`src/rtl/core/tcpf_pkg.sv`:
```
// Types, constants and register codes of the two-charge potential field grid.
package tcpf_pkg;

  localparam int GRID_POINTS = 128;
  localparam int ROW_W       = 8;
  localparam int COL_W       = 7;
  localparam int ADDR_W      = COL_W + 1;
  localparam int RAM_DEPTH   = 2 * GRID_POINTS;
  localparam int VAL_W       = 48;
  localparam int SQ_W        = 58;
  localparam int ROOT_W      = SQ_W / 2;
  localparam int SQ_REM_W    = ROOT_W + 5;
  localparam int QUO_W       = 47;
  localparam int NUM_SHIFT   = 40;
  localparam int SAT_W       = ROOT_W + QUO_W - NUM_SHIFT;
  localparam int QUEUE_DEPTH = 4;

  localparam logic signed [VAL_W-1:0] VAL_MAX = {1'b0, {(VAL_W-1){1'b1}}};
  localparam logic signed [VAL_W-1:0] VAL_MIN = {1'b1, {(VAL_W-1){1'b0}}};

  typedef enum logic [2:0] {
    REG_CHARGE_A     = 3'd0,
    REG_CHARGE_A_X   = 3'd1,
    REG_CHARGE_A_Y   = 3'd2,
    REG_CHARGE_B     = 3'd3,
    REG_CHARGE_B_X   = 3'd4,
    REG_CHARGE_B_Y   = 3'd5,
    REG_GRID_STEP    = 3'd6,
    REG_INV_TWO_STEP = 3'd7
  } cfg_reg_t;

  typedef struct packed {
    logic [ROW_W-1:0] grid_row;
    logic [COL_W-1:0] grid_col;
  } point_t;

  typedef struct packed {
    logic [6:0]              out_row;
    logic [6:0]              out_col;
    logic signed [VAL_W-1:0] potential;
    logic signed [VAL_W-1:0] field_x;
    logic signed [VAL_W-1:0] field_y;
  } result_t;

  typedef struct packed {
    logic signed [31:0] charge_a;
    logic [31:0]        charge_a_x;
    logic [31:0]        charge_a_y;
    logic signed [31:0] charge_b;
    logic [31:0]        charge_b_x;
    logic [31:0]        charge_b_y;
    logic [31:0]        grid_step;
    logic [31:0]        inv_two_step;
  } cfg_t;

  typedef struct packed {
    logic [ROW_W-1:0] row;
    logic [COL_W-1:0] col;
  } tag_t;

  typedef struct packed {
    tag_t                    tag;
    logic signed [VAL_W-1:0] pot;
  } item_t;

endpackage

```
`src/rtl/core/tcpf_queue.sv`:
```
// Short FIFO between the potential front end and the field back end.
module tcpf_queue import tcpf_pkg::*; (
  input  logic  clk,
  input  logic  rst,
  input  logic  push,
  input  item_t push_item,
  input  logic  pop,
  output item_t head,
  output logic  empty,
  output logic  full
);

  localparam int PTR_W = $clog2(QUEUE_DEPTH);
  localparam int CNT_W = $clog2(QUEUE_DEPTH + 1);

  item_t            entries [QUEUE_DEPTH];
  logic [PTR_W-1:0] wr_ptr, rd_ptr;
  logic [CNT_W-1:0] count;

  assign empty = count == '0;
  assign full  = count == CNT_W'(QUEUE_DEPTH);
  assign head  = entries[rd_ptr];

  always_ff @(posedge clk) begin
    if (rst) begin
      wr_ptr <= '0;
      rd_ptr <= '0;
      count  <= '0;
    end else begin
      if (push) begin
        wr_ptr <= (wr_ptr == PTR_W'(QUEUE_DEPTH - 1)) ? '0 : wr_ptr + PTR_W'(1);
      end
      if (pop) begin
        rd_ptr <= (rd_ptr == PTR_W'(QUEUE_DEPTH - 1)) ? '0 : rd_ptr + PTR_W'(1);
      end
      if (push && !pop) begin
        count <= count + CNT_W'(1);
      end else if (pop && !push) begin
        count <= count - CNT_W'(1);
      end
    end
  end

  always_ff @(posedge clk) begin
    if (push) begin
      entries[wr_ptr] <= push_item;
    end
  end

endmodule

```
`config.mk`:
```
export PLATFORM = sky130hd
export DESIGN_NAME = tcpf_queue
export DESIGN_NICKNAME = d
export VERILOG_FILES = /design/src/rtl/core/tcpf_pkg.sv /design/src/rtl/core/tcpf_queue.sv
export SDC_FILE = /design/constraint.sdc
export NUM_CORES = 1
export LEC_CHECK = 0
export BUFFER_PORTS_ARGS = -buffer_cell sky130_fd_sc_hd__buf_2
export CORE_UTILIZATION = 45
export CTS_CLUSTER_SIZE = 40
export DETAILED_ROUTE_END_ITERATION = 10
export PLACE_DENSITY = 0.72
export SYNTH_ARGS = -nofsm -noshare
export SYNTH_HDL_FRONTEND = slang
export SYNTH_SLANG_ARGS = --single-unit
```
`constraint.sdc`:
```
create_clock -name clk -period 3.6 [get_ports clk]
set_input_delay 0.18 -clock clk [delete_from_list [all_inputs] [get_ports clk]]
set_output_delay 0.18 -clock clk [all_outputs]
set_load 0.02 [all_outputs]
```
After elaboration in Yosys (flattened, before gate mapping)
Memories as Yosys holds them, arrays and structs flattened. A register that Yosys moved wholly into a read port is not among the register bits.
Index checks and enable logic that the tools add are counted.
W data, S select, Z words.

cells by class
  add/sub/neg operators = 4
  equal/unequal tests = 3
  muxes and demuxes = 8
  reductions and logical operators = 6

operators with widths
  kind                   number
  $mux W2                4
  $mux W3                2
  $add A2 B1 Y2 const B  2
  $eq A2 B2 Y1 const B   2
  $add A3 B1 Y3 const B  1
  $eq A3 B3 Y1 const B   1
  $logic_not A3 Y1       1
  $sub A3 B1 Y3 const B  1
  $logic_and A1 B1 Y1    2
  $logic_not A1 Y1       2
  $mux W1                2
  $reduce_bool A2 Y1     1

word-level totals
  bits in registers = 7
  RAM bits = 252
  bits of input ports = 67
  output and inout port bits = 65
  word-level logic and storage cells = 25
  memories = 1

memories
  name     depth  bits a word  rd ports  clocked after memory_dff  wr ports  RTL line          text
  entries  4      63           1         1                         1         tcpf_queue.sv:16  item_t entries [QUEUE_DEPTH];

Longest topological paths before layout
Gate-level depths: netlist of the first run.

  depth in word-level cells = 4
  mapped depth = 7

Worst setup path before layout of the first run
OpenSTA, ideal clock, no wires.

  path type = reg2reg
  start point = register wr_ptr[0]
  end point = memory entries[3][0] in the netlist's numbering (enable)
  library setup time = 0.427 ns
  arrival = 2.032 ns
  slack = 1.141 ns
  stages on the path, launching flop included = 3
  path buffers = 0
  cells stage by stage = dfxtp_1 -> ha_1 -> and2_1

RTL lines
  item                      RTL line          text
  start: declaration        tcpf_queue.sv:17  logic [PTR_W-1:0] wr_ptr, rd_ptr;
  start signal: assignment  tcpf_queue.sv:31  wr_ptr <= (wr_ptr == PTR_W'(QUEUE_DEPTH - 1)) ? '0 : wr_ptr + PTR_W'(1);
  end: declaration          tcpf_queue.sv:16

Straight into the memory's write port.

==> results of run 1 <==
synthesized netlist by cell type, drive strengths merged:
cell type,count,area [sq um]
mux2i,4,40.0
o21ai,1,5.00
nor2,7,26.3
nor3,1,5.00
inv,4,15.0
a21oi,2,10.0
edfxtp,252,7570
buf,13,161
nor3b,2,15.0
or3,1,6.26
xor2,2,17.5
ha,6,75.1
dfxtp,9,180
and2,4,25.0
clkbuf,1,3.75
mux4,63,1430
fa,1,20.0
kinds of logic (layout without fill, tap and decap cells):
group | after synthesis | count (layout) | share of synthesized area [%]
compound gates | 3 | 3 | 0.156
xor+xnor | 2 | 2 | 0.182
fa+ha+maj | 7 | 7 | 0.990
buf+inv | 18 | 250 | 1.88
flops | 261 | 261 | 80.7
mux | 67 | 67 | 15.3
simple gates | 15 | 15 | 0.808
metrics by stage:
step	hold slack (ns)	cell area (sq um)
3_3_place_gp	0.389	10500
2_1_floorplan	0.249	9600
6_report	0.0435	12000
4_1_cts	0.0225	12000
3_5_place_dp	0.398	10500
5_1_grt	0.0459	12000
registers in the layout (all words and copies together), names as in the netlist, named ones only:
register and cells:
rd_ptr 2, count 3, wr_ptr 2, entries 252
routing by layer:
| metal | share of wire (%) | global-route usage [%] | vias to the layer above |
|---|---|---|---|
| li1 | - | - | 2016 |
| met1 | 41 | 19.9 | 2263 |
| met2 | 52 | 27.6 | 121 |
| met3 | 5.2 | 3.37 | 24 |
| met4 | 1.8 | 4.02 | 0 |
| met5 | 0 | 0 | - |
worst max-delay path, cell delays in order (launching register included):
cell	delay (ns)
dfxtp_4	0.49
buf_4	0.41
mux4_1	0.61
buf_2	0.18
cells in the final DEF (no fill, tap or decap), drive strengths merged:
master,instances
o21ai,1
mux4,63
inv,4
or3,1
nor2,7
nor3b,2
dfxtp,9
dlygate4sd3,65
a21oi,2
clkbuf,36
xor2,2
clkinv,9
nor3,1
ha,6
fa,1
mux2i,4
edfxtp,252
clkinvlp,1
and2,4
buf,133
bufinv,2
power by group:
part / leakage [uW] / internal (uW) / switching, uW
sequential: 0.00239 / 3480 / 62.3
clock: 0.000402 / 1520 / 1060
combinational: 0.00130 / 297 / 358
total: 0.00409 / 5300 / 1480
what timing repair did:
item	CTS	global route
setup buffers	0	0
resized for setup	0	0
setup endpoints to repair	0	0
endpoints found under the hold margin	261	0
hold buffers	65	0
path summary, 6_finish.rpt:
path                                        startpoint                       end  slack [ns]  cells after the start
worst max-delay path                          register                  head[55]        1.20                      3
worst min-delay path                              push    wr_ptr[1]$_SDFFE_PP0P_        0.04                      3
worst max register to register  wr_ptr[0]$_SDFFE_PP0P_  entries[2][39]$_DFFE_PP_        1.74                      3
worst min register to register  rd_ptr[1]$_SDFFE_PP0P_                  register        0.54                      2
area by class of cell:
| class | instances | share of cell area (%) |
|---|---|---|
| well taps | 275 | 2.88 |
| clock buffers | 36 | 5.93 |
| clock inverters | 12 | 0.952 |
| multi-input cells | 94 | 14.1 |
| flip-flops and latches | 261 | 64.9 |
| repair buffers | 198 | 11.2 |
| inverters | 4 | 0.126 |
==> flow_summary.ini, run 1 <==
[final_layout]
fin_util_pct = 57.1
multiInputGateArea_sq_um = 1690
nFillCells = 1584
nNetsFinal = 659
stdcell_count = 880
antenna_cells = 0
syn2layout_area_growth_pct = 24.5
drive_above_1_share_pct = 39.0
seqCellArea_sq_um = 7750

[grt]
grt_pass1_wl_microns = 26200
grt_max_degree = 64
grt_remaining_overflow = 0
grt_pass1_vias = 4958
grt_usage_pct = 15.7
antenna_found_initial = 0

[job]
drv_cap = 0

[power_and_ir_drop]
vdd_drop_max_mv = 0.487
finalPower_uw = 6780
p_leak_uw = 0.00409
powerDensity_nw_per_um2 = 567

[detailed_routing]
routedWlPerCell_microns = 18.9
drc = 2
avgViaCountPerCell = 5.03
drtAntennaViolNets = 0
first_iter_violations = 172
vias = 4424
dr.pass1.iters = 7
wl_microns = 16600

[cts]
clk_pin_slew_ns = 0.06
root_buffer = clkbuf_16
cts_tree = built
insertion_delay_ns = 0.51
clockBufferDepth = 3
clock_sinks = 261
cts_made_buffers = 26
h-tree-depth = 1

[placed_design]
dp_hpwl_microns = 9180
io_buffers = 131
dp_slack_ns = 1.68
placed_cells = 767
gp_congestion = 0.698

[sta]
timing.setup.tns_ns = 0
clock_skew_ns = 0.00669
drv_slew = 0
fmax_mhz = 416
fin_crit_sh_pct = 66.8
finalSetupViolCount = 0
postLayoutSetupSlackWorst_ns = 1.20
relSlewSlack_pct = 32.8
hold_violations = 0
worstMarginPinSlew_ns = 1.01
period_needed_ns = 2.40
rsz0062_at_grt = no

[die]
ioPinCount = 132
die_y_microns = 148
design.core.area_sq_um = 21000
dieArea_sq_um = 21900
die_w_microns = 148
start_util_pct = 45.8
rows = 53

[yosys]
syn_avg_cell_area_sq_um = 25.7
synth_cell_types = 20
syn_area_sq_um = 9600
syn_nets = 447
syn_inst = 373
ys_warn_count = 0
ys_seq_elements = 261
synth_seq_area_share_pct = 80.7

[setup_path]
crit_path_max_fanout = 20
cp.required_ns = 3.42
critPathKind = reg2out
end_kind = output pin
crit_path_start_kind = register
arrival_ns = 2.22

[status]
violations = design-rule violations
outcome = finished with violations

[worst_hold_path]
min_path_type = in2reg
No activity file was read; power rests on OpenSTA's default activity.
==> run 2: changes to the inputs <==
==> constraint.sdc (replaced) <==
create_clock -name clk -period 2.3 [get_ports clk]
set_input_delay 0.115 -clock clk [delete_from_list [all_inputs] [get_ports clk]]
set_output_delay 0.115 -clock clk [all_outputs]
set_load 0.02 [all_outputs]
==> run 2 against run 1 <==
Effect of this change: the flow now finishes without violations; clock power grew 71%; sequential share of layout area shrank 1.6 points; power grew 63%; via count grew 3.5%; die area is the same; final cell count grew 2.2%; worst setup slack lost 1.0 ns; flip-flop and latch count is the same; combinational power grew 70%; clock-buffer cell count shrank 7; largest cell class unchanged; largest power group unchanged; highest routed layer unchanged.
==> flow_summary.ini, run 2 (synthesis gave the netlist of run 1 again) <==
[status]
outcome = finished clean

[final_layout]
final_common_cell = edfxtp_1
layout_common_cells = edfxtp_1, buf_2, dlygate4sd3_1
finish.instance_area_sq_um = 12300
syn2layout_area_growth_pct = 27.7
nFillCells = 1558
drive_above_1_share_pct = 41.1
largestRegisters = entries: 252 flops, count: 3 flops
seqCellArea_sq_um = 7750
largest_register_ffs = 252
nNetsFinal = 678
multiInputGateArea_sq_um = 1690
largest_register = entries

[cts]
clockBufferDepth = 3
clk_pin_slew_ns = 0.06
clock_sinks = 261
insertion_delay_ns = 0.52
h-tree-depth = 1
cts_made_buffers = 27
cts_tree = built
root_buffer = clkbuf_16

[power_and_ir_drop]
p_switching_uw = 2390
switching_share_pct = 21.6
p_clk_share_pct = 40.0
p_leak_uw = 0.00424
powerDensity_nw_per_um2 = 901
intPower_uw = 8660
pwr-share-comb_pct = 10.0
power_frac_seq_pct = 49.9
vdd_drop_max_mv = 0.672

[setup_path]
arrival_ns = 2.03
critPathKind = reg2out
crit_path_max_fanout = 22
crit_path_start_kind = register
cp.required_ns = 2.18
end_kind = output pin

[grt]
grt_pass1_wl_microns = 26700
grt_remaining_overflow = 0
grt_pass1_vias = 4901
grt_usage_pct = 16.2
antenna_found_initial = 1
grt_max_degree = 43

[sta]
timing.setup.tns_ns = 0
postLayoutSetupSlackWorst_ns = 0.154
fmax_mhz = 466
rsz0062_at_grt = no
worstMarginPinSlew_ns = 0.397
finalSetupViolCount = 0
hold_violations = 0
drv_slew = 0
clock_skew_ns = 0.00796
fin_crit_sh_pct = 93.3
relSlewSlack_pct = 73.6
whs_ns = 0.347
period_needed_ns = 2.15

[detailed_routing]
vias = 4578
wl_microns = 17300
dr.pass1.iters = 4
first_iter_violations = 267
drtAntennaViolNets = 0
routedWlPerCell_microns = 19.3
avgViaCountPerCell = 5.09
drc = 0

[placed_design]
place_area_sq_um = 10600
dp_slack_ns = 0.572
io_buffers = 131
dp_hpwl_microns = 10200
gp_congestion = 0.667

[die]
dieArea_sq_um = 21900
ioPinCount = 132
design.core.area_sq_um = 21000
die_y_microns = 148
die_w_microns = 148
start_util_pct = 45.8
rows = 53

[job]
drv_cap = 0

[worst_hold_path]
min_path_type = in2reg
[run 2: cell types whose count changed in the layout (fill, tap and decap cells not counted), sizes merged]
cell,previous run,this run
buf,133,150
clkbuf,36,29
bufinv,2,5
clkinvlp,1,3
inv,4,6
diode,0,1
dlygate4sd3,65,66
[run 2: path summary, 6_finish.rpt]
path / startpoint / endpoint / cells past startpoint / slack, ns
setup / recovery: register / head[36] / 3 / 0.15
hold / removal: push_item[17] / entries[0][17]$_DFFE_PP_ / 2 / 0.35
setup reg to reg: count[0]$_SDFFE_PP0P_ / count[2]$_SDFFE_PP0P_ / 4 / 0.81
hold reg to reg: count[2]$_SDFFE_PP0P_ / count[2]$_SDFFE_PP0P_ / 2 / 0.50
[run 2: power groups by stage]
stage,logic [uW],clock network (uW),registers [uW]
floorplan,673,0,5590
global placement,998,0,5610
detailed placement,1020,0,5630
CTS,1110,4530,5530
global route,1190,4700,5540
finish,1110,4420,5520
[run 2: cell type report]
type,count,area share [%]
Sequential cell,261,63.2
Inverter,4,0.122
Timing Repair Buffer,216,12.6
Clock inverter,19,1.89
Multi-Input combinational cell,94,13.7
Tap cell,275,2.81
Antenna cell,1,0.0204
Clock buffer,29,5.57
[run 2: worst max-delay path: stages (launching register included)]
cell     delay (ns)
dfxtp_4        0.60
buf_4          0.35
mux4_2         0.37
buf_2          0.18
[run 2: layer usage]
layer | wire length [microns] | global-route usage, % | up-vias | part of all wire, %
met5 | 0 | 0 | - | 0
met4 | 360 | 4.28 | 0 | 2.1
met3 | 1070 | 3.53 | 26 | 6.1
met2 | 8710 | 27.1 | 128 | 50
met1 | 7180 | 21.7 | 2365 | 41
li1 | - | - | 2059 | -
[run 2: repair_timing]
| item | 4_1_cts | 5_1_grt |
|---|---|---|
| hold buffers | 66 | 0 |
| gates resized for setup | 0 | 0 |
| endpoints found under the setup margin | 0 | 30 |
| endpoints found under the hold margin | 261 | 0 |
| buffers inserted | 0 | 6 |
[run 2: stage by stage]
step           utilization, %  cells  total power (uW)
2_1_floorplan               -    373              6260
3_3_place_gp             50.8    778              6610
3_5_place_dp             50.8    778              6650
4_1_cts                  58.3    892             11200
5_1_grt                  58.5    898             11400
6_report                 58.5    899             11000
